## src/rtl/texture_address_sampler_macros.svh

```systemverilog
// Assertion macros for the texture address sampler.
// Used by the queue and the back end; expects clk_i and rst_ni in scope.
`ifndef TEXTURE_ADDRESS_SAMPLER_MACROS_SVH
`define TEXTURE_ADDRESS_SAMPLER_MACROS_SVH

`ifndef SYNTHESIS
`define TAS_ASSERT(label, cond, msg) \
  label: assert property (@(posedge clk_i) disable iff (!rst_ni) (cond)) else $error(msg);
`define TAS_ASSERT_IMPL(label, ante, cons, msg) \
  label: assert property (@(posedge clk_i) disable iff (!rst_ni) (ante) |-> (cons)) \
    else $error(msg);
`define TAS_ASSERT_NEXT(label, ante, cons, msg) \
  label: assert property (@(posedge clk_i) disable iff (!rst_ni) (ante) |=> (cons)) \
    else $error(msg);
`else
`define TAS_ASSERT(label, cond, msg)
`define TAS_ASSERT_IMPL(label, ante, cons, msg)
`define TAS_ASSERT_NEXT(label, ante, cons, msg)
`endif

`endif

```

## src/rtl/tas_queue.sv

```systemverilog
// Short register-based FIFO between the front end and the back end.
// No package dependencies; asserts through the block's macro header.
`default_nettype none
`include "texture_address_sampler_macros.svh"

module tas_queue #(
  parameter int unsigned WIDTH = 8,
  parameter int unsigned DEPTH = 4
) (
  input  wire logic             clk_i,
  input  wire logic             rst_ni,
  input  wire logic             push_valid_i,
  output logic                  push_ready_o,
  input  wire logic [WIDTH-1:0] push_data_i,
  output logic                  pop_valid_o,
  input  wire logic             pop_i,
  output logic      [WIDTH-1:0] pop_data_o
);

  localparam int unsigned PW    = (DEPTH > 1) ? $clog2(DEPTH) : 1;
  localparam int unsigned CNT_W = $clog2(DEPTH + 1);

  logic [WIDTH-1:0] mem_q [DEPTH];
  logic [PW-1:0]    wr_ptr_q, wr_ptr_d;
  logic [PW-1:0]    rd_ptr_q, rd_ptr_d;
  logic [CNT_W-1:0] cnt_q, cnt_d;
  logic             push;

  assign push_ready_o = (cnt_q != CNT_W'(DEPTH));
  assign pop_valid_o  = (cnt_q != '0);
  assign push         = push_valid_i && push_ready_o;
  assign pop_data_o   = mem_q[rd_ptr_q];

  always_comb begin
    wr_ptr_d = wr_ptr_q;
    rd_ptr_d = rd_ptr_q;
    cnt_d    = cnt_q;
    if (push) begin
      wr_ptr_d = (wr_ptr_q == PW'(DEPTH - 1)) ? '0 : wr_ptr_q + PW'(1);
    end
    if (pop_i) begin
      rd_ptr_d = (rd_ptr_q == PW'(DEPTH - 1)) ? '0 : rd_ptr_q + PW'(1);
    end
    if (push && !pop_i) cnt_d = cnt_q + CNT_W'(1);
    else if (!push && pop_i) cnt_d = cnt_q - CNT_W'(1);
  end

  always_ff @(posedge clk_i or negedge rst_ni) begin
    if (!rst_ni) begin
      wr_ptr_q <= '0;
      rd_ptr_q <= '0;
      cnt_q    <= '0;
    end else begin
      wr_ptr_q <= wr_ptr_d;
      rd_ptr_q <= rd_ptr_d;
      cnt_q    <= cnt_d;
    end
  end

  always_ff @(posedge clk_i) begin
    if (push) begin
      mem_q[wr_ptr_q] <= push_data_i;
    end
  end

  `TAS_ASSERT(a_cnt_bound, cnt_q <= CNT_W'(DEPTH), "queue count above depth")
  `TAS_ASSERT_IMPL(a_pop_nonempty, pop_i, cnt_q != '0, "pop from empty queue")
  `TAS_ASSERT_NEXT(a_cnt_fill, push && !pop_i, cnt_q == $past(cnt_q) + CNT_W'(1), "count lost a push")

endmodule

`default_nettype wire

```

## config.mk

```make
export PLATFORM = sky130hd
export DESIGN_NAME = tas_queue
export DESIGN_NICKNAME = d
export VERILOG_FILES = /design/src/rtl/tas_queue.sv
export VERILOG_INCLUDE_DIRS = /design/src /design/src/rtl
export SDC_FILE = /design/constraint.sdc
export NUM_CORES = 1
export LEC_CHECK = 0
export BUFFER_PORTS_ARGS = -buffer_cell sky130_fd_sc_hd__buf_2
export CAP_MARGIN = 30
export CORE_MARGIN = 2
export CORE_UTILIZATION = 45
export CTS_CLUSTER_SIZE = 20
export DETAILED_ROUTE_END_ITERATION = 10
export PLACE_DENSITY = 0.76
export SKIP_CTS_REPAIR_TIMING = 1
export SLEW_MARGIN = 10
export SYNTH_ARGS = -nofsm -noshare
export SYNTH_HDL_FRONTEND = slang
export SYNTH_SLANG_ARGS = --single-unit
```

## constraint.sdc

```tcl
create_clock -name clk_i -period 2.45 [get_ports clk_i]
set_input_delay 0.245 -clock clk_i [delete_from_list [all_inputs] [get_ports clk_i]]
set_output_delay 0.245 -clock clk_i [all_outputs]
set_load 0.02 [all_outputs]
```

Word level (Yosys, flattened, before mapping)
Memories as Yosys holds them, arrays and structs flattened. Cells that the tools add are included.

Register bits after elaboration: 7. Bits in writable memories: 32. Output and inout bits: 10. Logic and storage cells: 24. Memories kept: 1.

Memory list: mem_q (words 4, bits a word 8, rd ports 1, clocked after memory_dff 0, write ports 1, line tas_queue.sv:23) `logic [WIDTH-1:0] mem_q [DEPTH];`.

Add/sub/neg operators: 4. Eq/ne operators: 3. Muxes and demuxes: 6. Reductions and logical operators: 7.

Operators by type and width (number): $mux 3 (2); $add 2x1->2 const B (2); $eq 2x2->1 const B (2); $mux 2 (2); $add 3x1->3 const B (1); $logic_and 1x1->1 (3); $ne 3x3->1 const B (1); $reduce_bool 3->1 (1); $sub 3x1->3 const B (1); $logic_not 1->1 (2); $mux 1 (2); $reduce_bool 2->1 (1).

Depth between registers and ports, before layout
Depth in word-level cells: 6. Gate-level depth with buffers: 8. Depth with buffers taken out: 8.

Least setup slack after synthesis
Ideal clock, no wire load.

Kind: register to register. From: register cnt_q[0]. To: register cnt_q[1]. Setup time: 125 ps. Arrival time: 1959 ps. Data required time: 2325 ps. Setup slack: 367 ps. Stages on the path, launching flop included: 7. Buffers on the path: 0. Path through: dfrtp_1 or3b_4 and2_4 ha_1 inv_1 fa_1 mux2_2.

RTL lines: start: declaration (line tas_queue.sv:26) `logic [CNT_W-1:0] cnt_q, cnt_d;`; start signal: assignment (line tas_queue.sv:56) `cnt_q <= cnt_d;`; $ne 3x3->1 (line tas_queue.sv:29) `assign push_ready_o = (cnt_q != CNT_W'(DEPTH));`; named net push_ready_o (line tas_queue.sv:13) `output logic push_ready_o,`; $logic_and 1x1->1 (line tas_queue.sv:31) `assign push = push_valid_i && push_ready_o;`; named net push (line tas_queue.sv:27) `logic push;`; $logic_and 1x1->1 (line tas_queue.sv:44) `if (push && !pop_i) cnt_d = cnt_q + CNT_W'(1);`; $mux 3 (line tas_queue.sv:44); named net cnt_d[1] (line tas_queue.sv:26).

The timed path passes the listed nets, and every way through them passes these cells. The select of a mux whose other input is x is not followed. A chain may end at the register's enable or synchronous reset.

Worst setup path after layout
From: register cnt_q[0]. To: register cnt_q[1].

RTL lines (line): $ne 3x3->1 (tas_queue.sv:29); $logic_and 1x1->1 (tas_queue.sv:31); named net push (tas_queue.sv:27); $logic_and 1x1->1 (tas_queue.sv:44); $mux 3 (tas_queue.sv:44); named net cnt_d[1] (tas_queue.sv:26).

The timed path passes the listed nets, and every way through them passes these cells. The select of a mux whose other input is x is not followed.

==> results_dict.tcl <==
set metrics [dict create \
    outcome "complete, no violations" \
    start_util 0.474 \
    max_freq_mhz 472 \
    fin_skew_ns 0.00632 \
    fin_tns_setup_ns 0 \
    synthCells 78 \
    slew_violations 0 \
    synth_flop_cell "edfxtp_1" \
    grt_pass1_vias 841 \
    core_sq_um 3360 \
    drt-total-wl_microns 2310 \
    end_kind "flop" \
    place_inst 143 \
    antenna_found_initial 0 \
    r2r_cells 6 \
    die_area_sq_um 4030 \
    crit_family "simple AND/OR/NAND/NOR gates" \
    vias_per_cell 5.01 \
    setup_viol 0 \
    cp_slowest_cell "dfrtp_1" \
    ys_types 17 \
    worst_slack_ns 0.331 \
    synthTopCellsByArea "edfxtp_1, mux4_2, dfrtp_1" \
    grt_first_pass_wirelength_microns 3910 \
    finalHoldViolCount 0 \
    insertion_delay_ns 0.34 \
    p_per_area_nw_per_um2 1190 \
    fin_cells 152 \
    synth_seq_cells 39 \
    syn_area_sq_um 1590 \
    period_needed_ns 2.12 \
    hold_path.class "primary input to flop" \
    cts_root_buffer "clkbuf_4" \
    synth.largest_area_cell "edfxtp_1" \
    grt_overflow 0 \
    finalCritPeriodShare 0.865 \
    path_cells "or3b_4, and2_4, ha_1, inv_1, fa_1, mux2_2" \
    cp-start-kind "flop" \
    leakagePower_nw 0.700 \
    yosysMostFrequentCell "edfxtp_1" \
    reg2reg_slack_ns 0.33 \
    cts_buffers 5 \
    place.gp.congestion 0.742 \
    postSynth.asyncResetShare 0.179 \
    avgSynthCellArea_sq_um 20.4 \
    ys_seq_area_frac 0.713 \
    max-slew-margin-rel 0.602 \
    drv_cap 0 \
    ios 22 \
    area_growth_pct 15.1 \
    synth_edf_count 32 \
    peakVddDrop_mv 0.843 \
    die_y_microns 63.5 \
    drt_iter0_markers 34 \
    crit_fanout 6 \
    worstPathRequired_ns 2.69 \
    vias 761 \
    rsz0062_at_grt "no" \
    h-tree-depth 2 \
    hold_depth 1 \
    critPathMaxStageDelay_ns 0.44 \
    die_w_microns 63.5 \
    cp.buffers_inverters 1 \
    synthTopCellsByCount "edfxtp_1, mux4_2, dfrtp_1, ha_1" \
    portBuffers 21 \
    post-route-drc-count 0 \
    n_fill_cell 288 \
    tightest_slew_ns 0.597 \
    syn-num-nets 97 \
    path_clk_slew_ns 0.11 \
    clkSinkCount 39 \
    final_antenna_net_count 0 \
    wl_per_cell_microns 15.2 \
    layout-drive-gt1-share 0.453 \
    hold_path.startpoint "push_data_i[2]" \
    synth_warnings 0 \
    final_net_count 124 \
    arrival_ns 2.36 \
    reg2reg_from "cnt_q[0]$_DFFE_PN0P_" \
    row_count 21 \
    reg2reg_to "cnt_q[1]$_DFFE_PN0P_" \
    grt_usage 0.137 \
    synth_top_area_share 0.603 \
    dp.final_hpwl_microns 1570 \
    min_to "mem_q[3][2]$_DFFE_PP_" \
    drt_pre_antenna_iters 4 \
    cts_tree "yes" \
    critPathKind "flop to flop" \
    grt_max_degree 13 \
    place_ws_ns 0.337 \
    cts_buffer_depth 2 \
    num_antenna_cells 0 \
]
-- cell families (layout without fill, tap and decap cells) --
group | count (synthesis) | count (layout) | synth area share
and+or+nand+nor | 10 | 10 | 0.0432
buffers and inverters | 6 | 34 | 0.0149
DFF | 39 | 39 | 0.713
xor gates and xnor gates | 3 | 3 | 0.0165
adders and majority gates | 7 | 7 | 0.0597
muxes | 13 | 13 | 0.153
-- worst reg2reg max path, cell delays in order (launching register included) --
cell     delay, ns
dfrtp_1       0.44
or3b_4        0.44
and2_4        0.19
ha_1          0.20
inv_1         0.07
fa_1          0.40
mux2_2        0.27
-- metrics by stage --
step	instance area [sq um]	total power [mW]	hold WS (ns)	utilization
2_1_floorplan	1590	1.58	-0.0506	-
4_1_cts	1820	2.21	-0.304	0.542
6_report	1830	2.18	0.108	0.545
3_3_place_gp	1750	1.77	0.0878	0.520
3_5_place_dp	1750	1.80	0.0867	0.520
5_1_grt	1830	2.31	0.0909	0.545
-- report_power, final --
| part | leakage [nW] | total, mW | internal, mW | switching (mW) |
|---|---|---|---|---|
| clock network | 0.0426 | 0.405 | 0.210 | 0.196 |
| logic | 0.282 | 0.729 | 0.370 | 0.359 |
| registers | 0.375 | 1.04 | 0.895 | 0.148 |
-- area by class of cell --
| class | instances | area, sq um | share of cell area |
|---|---|---|---|
| inverter | 4 | 15.0 | 0.00819 |
| multi-input combinational | 33 | 434 | 0.237 |
| tap | 46 | 57.6 | 0.0314 |
| clock buffer | 5 | 37.5 | 0.0205 |
| sequential | 39 | 1140 | 0.619 |
| timing repair buffer | 22 | 115 | 0.0628 |
| clock inverter | 3 | 38.8 | 0.0211 |
-- registers in the layout, indices dropped and copies added (netlist names) --
name,cells
wr_ptr_q,2
cnt_q,3
mem_q,32
rd_ptr_q,2
-- cells in the final DEF, fill, tap and decap left out, types with 2 or more instances in the layout --
cell / instances
nor2_1: 3
inv_1: 4
dfrtp_1: 7
clkbuf_4: 5
ha_1: 6
and3_2: 4
mux4_2: 8
buf_2: 21
edfxtp_1: 32
mux2_2: 3
xor2_1: 2
mux2_4: 2
-- per-layer routing --
metal  GRT usage  vias to the layer above  wire (microns)
met1       0.159                      378             980
met3      0.0554                        8             108
met5           0                        -               0
li1            -                      356               -
met4      0.0842                        0              70
met2       0.212                       19            1150
-- how the worst max path moves through the flow --
stage / cells past startpoint / slack [ns] / to / from
after floorplan: 6 / 0.37 / cnt_q[1]$_DFFE_PN0P_ / cnt_q[0]$_DFFE_PN0P_
after global placement: 6 / 0.39 / cnt_q[1]$_DFFE_PN0P_ / cnt_q[0]$_DFFE_PN0P_
after detailed placement: 6 / 0.34 / cnt_q[1]$_DFFE_PN0P_ / cnt_q[0]$_DFFE_PN0P_
after CTS: 2 / 0.29 / pop_data_o[5] / rd_ptr_q[0]$_DFFE_PN0P_
after global routing: 2 / 0.23 / pop_data_o[5] / rd_ptr_q[0]$_DFFE_PN0P_
final: 6 / 0.33 / cnt_q[1]$_DFFE_PN0P_ / cnt_q[0]$_DFFE_PN0P_
Power figures use the tool's default switching activity.
