--- src/rtl/texture_address_sampler_macros.svh ---
// Assertion macros for the texture address sampler.
// Used by the queue and the back end; expects clk_i and rst_ni in scope.
`ifndef TEXTURE_ADDRESS_SAMPLER_MACROS_SVH
`define TEXTURE_ADDRESS_SAMPLER_MACROS_SVH

`ifndef SYNTHESIS
`define TAS_ASSERT(label, cond, msg) \
  label: assert property (@(posedge clk_i) disable iff (!rst_ni) (cond)) else $error(msg);
`define TAS_ASSERT_IMPL(label, ante, cons, msg) \
  label: assert property (@(posedge clk_i) disable iff (!rst_ni) (ante) |-> (cons)) \
    else $error(msg);
`define TAS_ASSERT_NEXT(label, ante, cons, msg) \
  label: assert property (@(posedge clk_i) disable iff (!rst_ni) (ante) |=> (cons)) \
    else $error(msg);
`else
`define TAS_ASSERT(label, cond, msg)
`define TAS_ASSERT_IMPL(label, ante, cons, msg)
`define TAS_ASSERT_NEXT(label, ante, cons, msg)
`endif

`endif

--- src/rtl/tas_pkg.sv ---
// Shared types and constants of the texture address sampler.
// No dependencies; imported by the top level, the front end and the back end.
`default_nettype none

package tas_pkg;

  typedef enum logic {
    ACT_STORE  = 1'b0,
    ACT_SAMPLE = 1'b1
  } tas_action_e;

  typedef enum logic [1:0] {
    MODE_BORDER = 2'd0,
    MODE_CLAMP  = 2'd1,
    MODE_WRAP   = 2'd2,
    MODE_MIRROR = 2'd3
  } tas_mode_e;

  typedef enum logic {
    REG_TEX_WIDTH  = 1'b0,
    REG_TEX_HEIGHT = 1'b1
  } tas_reg_e;

  localparam int unsigned SIZE_W      = 9;
  localparam int unsigned QUEUE_DEPTH = 4;

  localparam logic [7:0] BORDER_R = 8'd255;
  localparam logic [7:0] BORDER_G = 8'd105;
  localparam logic [7:0] BORDER_B = 8'd180;

  typedef struct packed {
    logic               action;
    logic [7:0]         texel_x;
    logic [7:0]         texel_y;
    logic [7:0]         in_red;
    logic [7:0]         in_green;
    logic [7:0]         in_blue;
    logic signed [31:0] coord_u;
    logic signed [31:0] coord_v;
    logic [1:0]         address_mode;
  } tas_req_t;

  typedef struct packed {
    logic [7:0] out_red;
    logic [7:0] out_green;
    logic [7:0] out_blue;
    logic       border_hit;
  } tas_rsp_t;

  typedef struct packed {
    logic [7:0] red;
    logic [7:0] green;
    logic [7:0] blue;
  } tas_color_t;

  // Classified operation handed from the front end to the back end
  typedef struct packed {
    logic       sample;
    logic       border;
    logic       wr_ok;
    tas_color_t color;
  } tas_op_t;

  // Zero reads as one, anything above the maximum reads as the maximum
  function automatic logic [SIZE_W-1:0] eff_size(input logic [SIZE_W-1:0] r,
                                                 input int unsigned maxv);
    if (r == '0) return SIZE_W'(1);
    if (32'(r) > maxv) return maxv[SIZE_W-1:0];
    return r;
  endfunction

endpackage

`default_nettype wire

--- src/rtl/tas_front.sv ---
// Front end: classifies store and sample requests, computes store addresses,
// folds sample coordinates by address mode and flags border hits. Uses tas_pkg.
`default_nettype none

module tas_front #(
  parameter int unsigned FRAC_BITS = 16,
  parameter int unsigned DEPTH     = 65536,
  parameter int unsigned AW        = 16
) (
  input  wire tas_pkg::tas_req_t          req_i,
  input  wire logic [tas_pkg::SIZE_W-1:0] w_i,
  input  wire logic [tas_pkg::SIZE_W-1:0] h_i,
  output tas_pkg::tas_op_t             op_o,
  output logic [AW-1:0]                addr_o,
  output logic [FRAC_BITS:0]           u_o,
  output logic [FRAC_BITS:0]           v_o
);

  import tas_pkg::*;

  localparam int unsigned CRD_W = FRAC_BITS + 1;
  localparam logic signed [31:0] ONE   = 32'sd1 <<< FRAC_BITS;
  localparam logic signed [31:0] TWO   = ONE <<< 1;
  localparam logic signed [31:0] MASK1 = ONE - 32'sd1;
  localparam logic signed [31:0] MASK2 = TWO - 32'sd1;

  // Bring a coordinate into [0,1]; border mode passes it through
  function automatic logic [CRD_W-1:0] fold(input logic signed [31:0] c, input tas_mode_e m);
    logic signed [31:0] t;
    t = c;
    unique case (m)
      MODE_BORDER: t = c;
      MODE_CLAMP: begin
        if (c < 0) t = '0;
        else if (c > ONE) t = ONE;
        else t = c;
      end
      MODE_WRAP: begin
        if (c > ONE) t = ((c - 32'sd1) & MASK1) + 32'sd1;
        else if (c < 0) t = c & MASK1;
        else t = c;
      end
      MODE_MIRROR: begin
        if (c > TWO) t = ((c - 32'sd1) & MASK2) + 32'sd1;
        else if (c < 0) t = c & MASK2;
        else t = c;
        if (t > ONE) t = TWO - t;
      end
    endcase
    return t[CRD_W-1:0];
  endfunction

  tas_mode_e   mode;
  logic        is_sample;
  logic        outside;
  logic        x_ok;
  logic        y_ok;
  logic [17:0] st_addr;

  assign mode      = tas_mode_e'(req_i.address_mode);
  assign is_sample = (req_i.action == ACT_SAMPLE);
  assign outside   = (req_i.coord_u < 0) || (req_i.coord_u > ONE) ||
                     (req_i.coord_v < 0) || (req_i.coord_v > ONE);

  assign x_ok    = ({1'b0, req_i.texel_x} < w_i);
  assign y_ok    = ({1'b0, req_i.texel_y} < h_i);
  assign st_addr = 18'(req_i.texel_y) * 18'(w_i) + 18'(req_i.texel_x);

  always_comb begin
    op_o.sample      = is_sample;
    op_o.border      = is_sample && (mode == MODE_BORDER) && outside;
    op_o.wr_ok       = !is_sample && x_ok && y_ok && (32'(st_addr) < 32'(DEPTH));
    op_o.color.red   = req_i.in_red;
    op_o.color.green = req_i.in_green;
    op_o.color.blue  = req_i.in_blue;
  end

  assign addr_o = AW'(st_addr);
  assign u_o    = fold(req_i.coord_u, mode);
  assign v_o    = fold(req_i.coord_v, mode);

endmodule

`default_nettype wire

--- config.mk ---
export PLATFORM = sky130hd
export DESIGN_NAME = tas_front
export DESIGN_NICKNAME = d
export VERILOG_FILES = /design/src/rtl/texture_address_sampler_macros.svh /design/src/rtl/tas_pkg.sv /design/src/rtl/tas_front.sv
export SDC_FILE = /design/constraint.sdc
export NUM_CORES = 1
export LEC_CHECK = 0
export BUFFER_PORTS_ARGS = -buffer_cell sky130_fd_sc_hd__buf_2
export CORE_MARGIN = 1
export CORE_UTILIZATION = 30
export DETAILED_ROUTE_END_ITERATION = 12
export SYNTH_ARGS = -nofsm -noshare
export SYNTH_HDL_FRONTEND = slang
export SYNTH_SLANG_ARGS = --single-unit
--- constraint.sdc ---
create_clock -name vclk -period 6.6
set_input_delay 0.66 -clock vclk [all_inputs]
set_output_delay 0.66 -clock vclk [all_outputs]
set_load 0.005 [all_outputs]
### Yosys cells after proc, flatten, opt, wreduce, memory -nomap -nowiden

Index checks and enable logic that the tools add are counted.

| storage, ports and cells | value |
|---|---|
| flip-flop bits (word level) | 0 |

| cells by class | value |
|---|---|
| add/sub/neg operators | 9 |
| magnitude comparators | 11 |
| multipliers | 1 |
| muxes and demuxes | 18 |
| reduce and logical (&&, ||, !) cells | 10 |
| equality and inequality tests | 3 |

Operators with widths:

| operator | count |
|---|---|
| $mux W32 | 6 |
| $mux W17 | 10 |
| $pmux W17 S4 | 2 |
| $gt A32 B18 Y1 const B | 4 |
| $gt A32 B19 Y1 const B | 2 |
| $lt A32 B1 Y1 const B | 2 |
| $add A17 B1 Y18 const B | 2 |
| $add A16 B1 Y17 const B | 2 |
| $sub A1 B17 Y17 const A | 2 |
| $sub A17 B2 Y17 const B | 2 |
| $add A17 B8 Y18 | 1 |
| $lt A18 B17 Y1 const B | 1 |
| $lt A8 B9 Y1 | 2 |
| $mul A8 B9 Y17 | 1 |
| $logic_and A1 B1 Y1 | 5 |
| $eq A2 B2 Y1 const B | 2 |
| $logic_or A1 B1 Y1 | 3 |
| $eq A2 B1 Y1 const B | 1 |
| $logic_not A2 Y1 | 1 |
| $logic_not A1 Y1 | 1 |

### Logic depth before layout (Yosys ltp)

| logic depth | value |
|---|---|
| depth in word-level cells | 7 |
| depth in mapped cells | 24 |

### Worst setup path before layout

Ideal clock, no wire load.

| timing path | value |
|---|---|
| path type | in2out |
| start | input req_i[91] (netlist name) |
| end | output op_o[24] (netlist name) |
| cell stages on the path | 21 |
| required time | 5.940 ns |
| path buffers | 1 |
| path slack | 0.825 ns |
| arrival time | 5.115 ns |
| cells stage by stage | clkbuf_1 > nand2_1 > fa_1 > fa_1 > inv_1 > ha_1 > inv_1 > fa_1 > fa_1 > nor2b_1 > o21ai_0 > a21boi_0 > o21ai_0 > a21boi_0 > o21ai_0 > nand2b_1 > a21o_1 > nand2_1 > a21oi_1 > mux2_2 > nor4_1 |

RTL lines:

| what | line | text |
|---|---|---|
| from (decl) | tas_front.sv:10 | `input wire tas_pkg::tas_req_t req_i,` |
| to (decl) | tas_front.sv:13 | `output tas_pkg::tas_op_t op_o,` |

==> results.yml <==
synthesis:
  synth_xor_area_share_pct: 8.70
  synth_fa_ha_area_share_pct: 22.6
  synth_simple_gate_area_share_pct: 32.4
  syn-num-nets: 1360
  synth_top_family_by_area: "simple AND/OR/NAND/NOR gates"
  yosys_warnings: 0
  ys_seq_area_share_pct: 0
  synth.distinct_cells: 87
  yosysTopAreaCell: "fa_1"
  synth.top_cell.area_share_pct: 12.9
  netlist_area_mm2: 0.00776
  avgSynthCellArea_um2: 6.90
  syn-instance-count: 1125
  synth_compound_area_share_pct: 23.0
  synth.area.mux_share_pct: 2.00
  yosys-top-cells-area: "fa_1, ha_1, nand2_1"
timing:
  tightest_slew_ns: 0.736
  finalSetupViolations: 0
  fmax_mhz: 160
  finalHoldViolations: 0
  final-max-slew-violation-count: 0
  maxSlewHeadroom_pct: 50.5
  period_minus_slack_ns: 6.23
  rsz0062_at_grt: "no"
  tns_ns: 0
  layout_worst_path_cycle_share_pct: 94.4
worst_setup_path:
  crit_buf_inv: 6
  arrival_ns: 5.57
  cp_max_fo: 10
  cp_slowest_stage_delay_ns: 0.58
  crit_type: "in2out"
  critical_path.top_delay_family: "adder cells"
  required_ns: 5.94
  path_cells: "clkbuf_4, nand2_1, fa_1, fa_1, inv_1, ha_1, inv_1, fa_1, inv_1, ha_1, a21o_1, a21oi_2, o21ai_0, a21oi_2, nand2b_1, a21boi_0, o21ai_0, nand2b_1, a21oi_1, o21ai_1, and4b_1, nor4_2, buf_4, buf_2"
  worstSetupStartpointType: "primary input"
  cp-end-kind: "output pin"
  cpMaxStageDelayCell: "fa_1"
global_route:
  overflow: 0
  grt_pass1_wl_mm: 40.1
  grt_use_met2_pct: 30.5
  use_met3_pct: 1.83
  gr-max-usage-layer: "met2"
  grt_max_degree: 29
  grt_pass1_vias: 7731
  antenna_found_initial: 1
  grtUsageMet1_pct: 26.3
  gr-usage-all-layers_pct: 18.4
run:
  cap_violations: 0
drt:
  antenna_left: 0
  drt-pass1-iter-count: 5
  drt_iter0_markers: 704
  vias: 8397
  avgViaCountPerCell: 5.50
  routed_wl_mm: 25.1
  post_drt_wl_per_cell_um: 16.5
  drc_errors: 0
finish:
  clkbuf_count: 0
  drive_gt1_share_pct: 17.9
  fin_nets: 1433
  insertedDiodeCount: 0
  layout_common_cells: "buf_2, nand2_1, inv_1"
  layout_commonest_cell: "buf_2"
  seq_area_um2: 0
  utilization_pct: 34.0
  syn2layout_area_growth_pct: 10.6
  seq_cell_count: 0
pwr:
  p_total_w: 0.00112
  p_per_area_mw_per_mm2: 130
  vdd.ir_drop.worst_mv: 0.0928
  p_leak_nw: 3.87
floorplan:
  die_area_mm2: 0.0265
  floorplan.die.height_um: 163
  start_util_pct: 30.7
  ios: 202
  row_count: 58
  coreArea_mm2: 0.0253
  fp.dieW_um: 163
worst_hold_path:
  worstHoldPathType: "in2out"
placed_design:
  portBuffers: 154
  gp_congestion: 0.877
  dp_hpwl_mm: 20.3
clock_network:
  cts_setup_buffers: 0
status:
  status: "complete, no violations"
## cell type report
class	instances	area, um2
Fill cell	2771	16700
Tap cell	330	413
Inverter	104	390
Timing Repair Buffer	168	878
Multi-Input combinational cell	924	6900
## stage by stage
stage | setup slack [ns] | instance area [um2] | instances | hold slack, ns
after floorplan | 0.825 | 7760 | 1125 | 1.39
after global placement | 0.142 | 8560 | 1526 | 1.32
after detailed placement | 0.132 | 8560 | 1526 | 1.32
after CTS | 0.109 | 8560 | 1526 | 1.32
after global routing | 0.0539 | 8580 | 1526 | 1.32
final | 0.366 | 8580 | 1526 | 1.32
## Yosys cell counts (all sizes together), types with 14 or more instances
cell type    n
a21oi       53
a22oi       14
and2        42
buf         50
clkbuf      47
fa          50
ha          60
inv        104
nand2      132
nand2b      15
nand3       27
nand4       16
nor2        82
nor2b       18
nor3        34
nor4        27
o21ai       59
xnor2       48
xor2        27
## cells by family (layout without fill, tap and decap cells)
kind of cell	count (synthesis)	after routing
simple gates	471	471
compound gates	253	253
buf+inv	201	272
fa+ha+maj	110	110
xor+xnor	75	75
mux	15	15
## layer usage
| metal | wire [um] | vias to the layer above |
|---|---|---|
| li1 | - | 4074 |
| met2 | 11500 | 328 |
| met3 | 1970 | 20 |
| met5 | 8 | - |
| met4 | 138 | 2 |
| met1 | 11500 | 3973 |
## where the power goes
| part | switching [W] | internal, W |
|---|---|---|
| Combinational | 0.000622 | 0.000495 |
| Clock | 0 | 0 |
| Sequential | 0 | 0 |
## repair_timing
action                     CTS  global route
resized for setup            0             8
hold buffers                 0             0
setup endpoints to repair    0             1
## final timing paths
check	startpoint	endpoint	slack, ns	cells past startpoint
hold / removal	req_i[79]	op_o[13]	1.32	0
setup / recovery	req_i[91]	op_o[24]	0.37	24
Note: power is estimated with default switching activity, not from simulation.
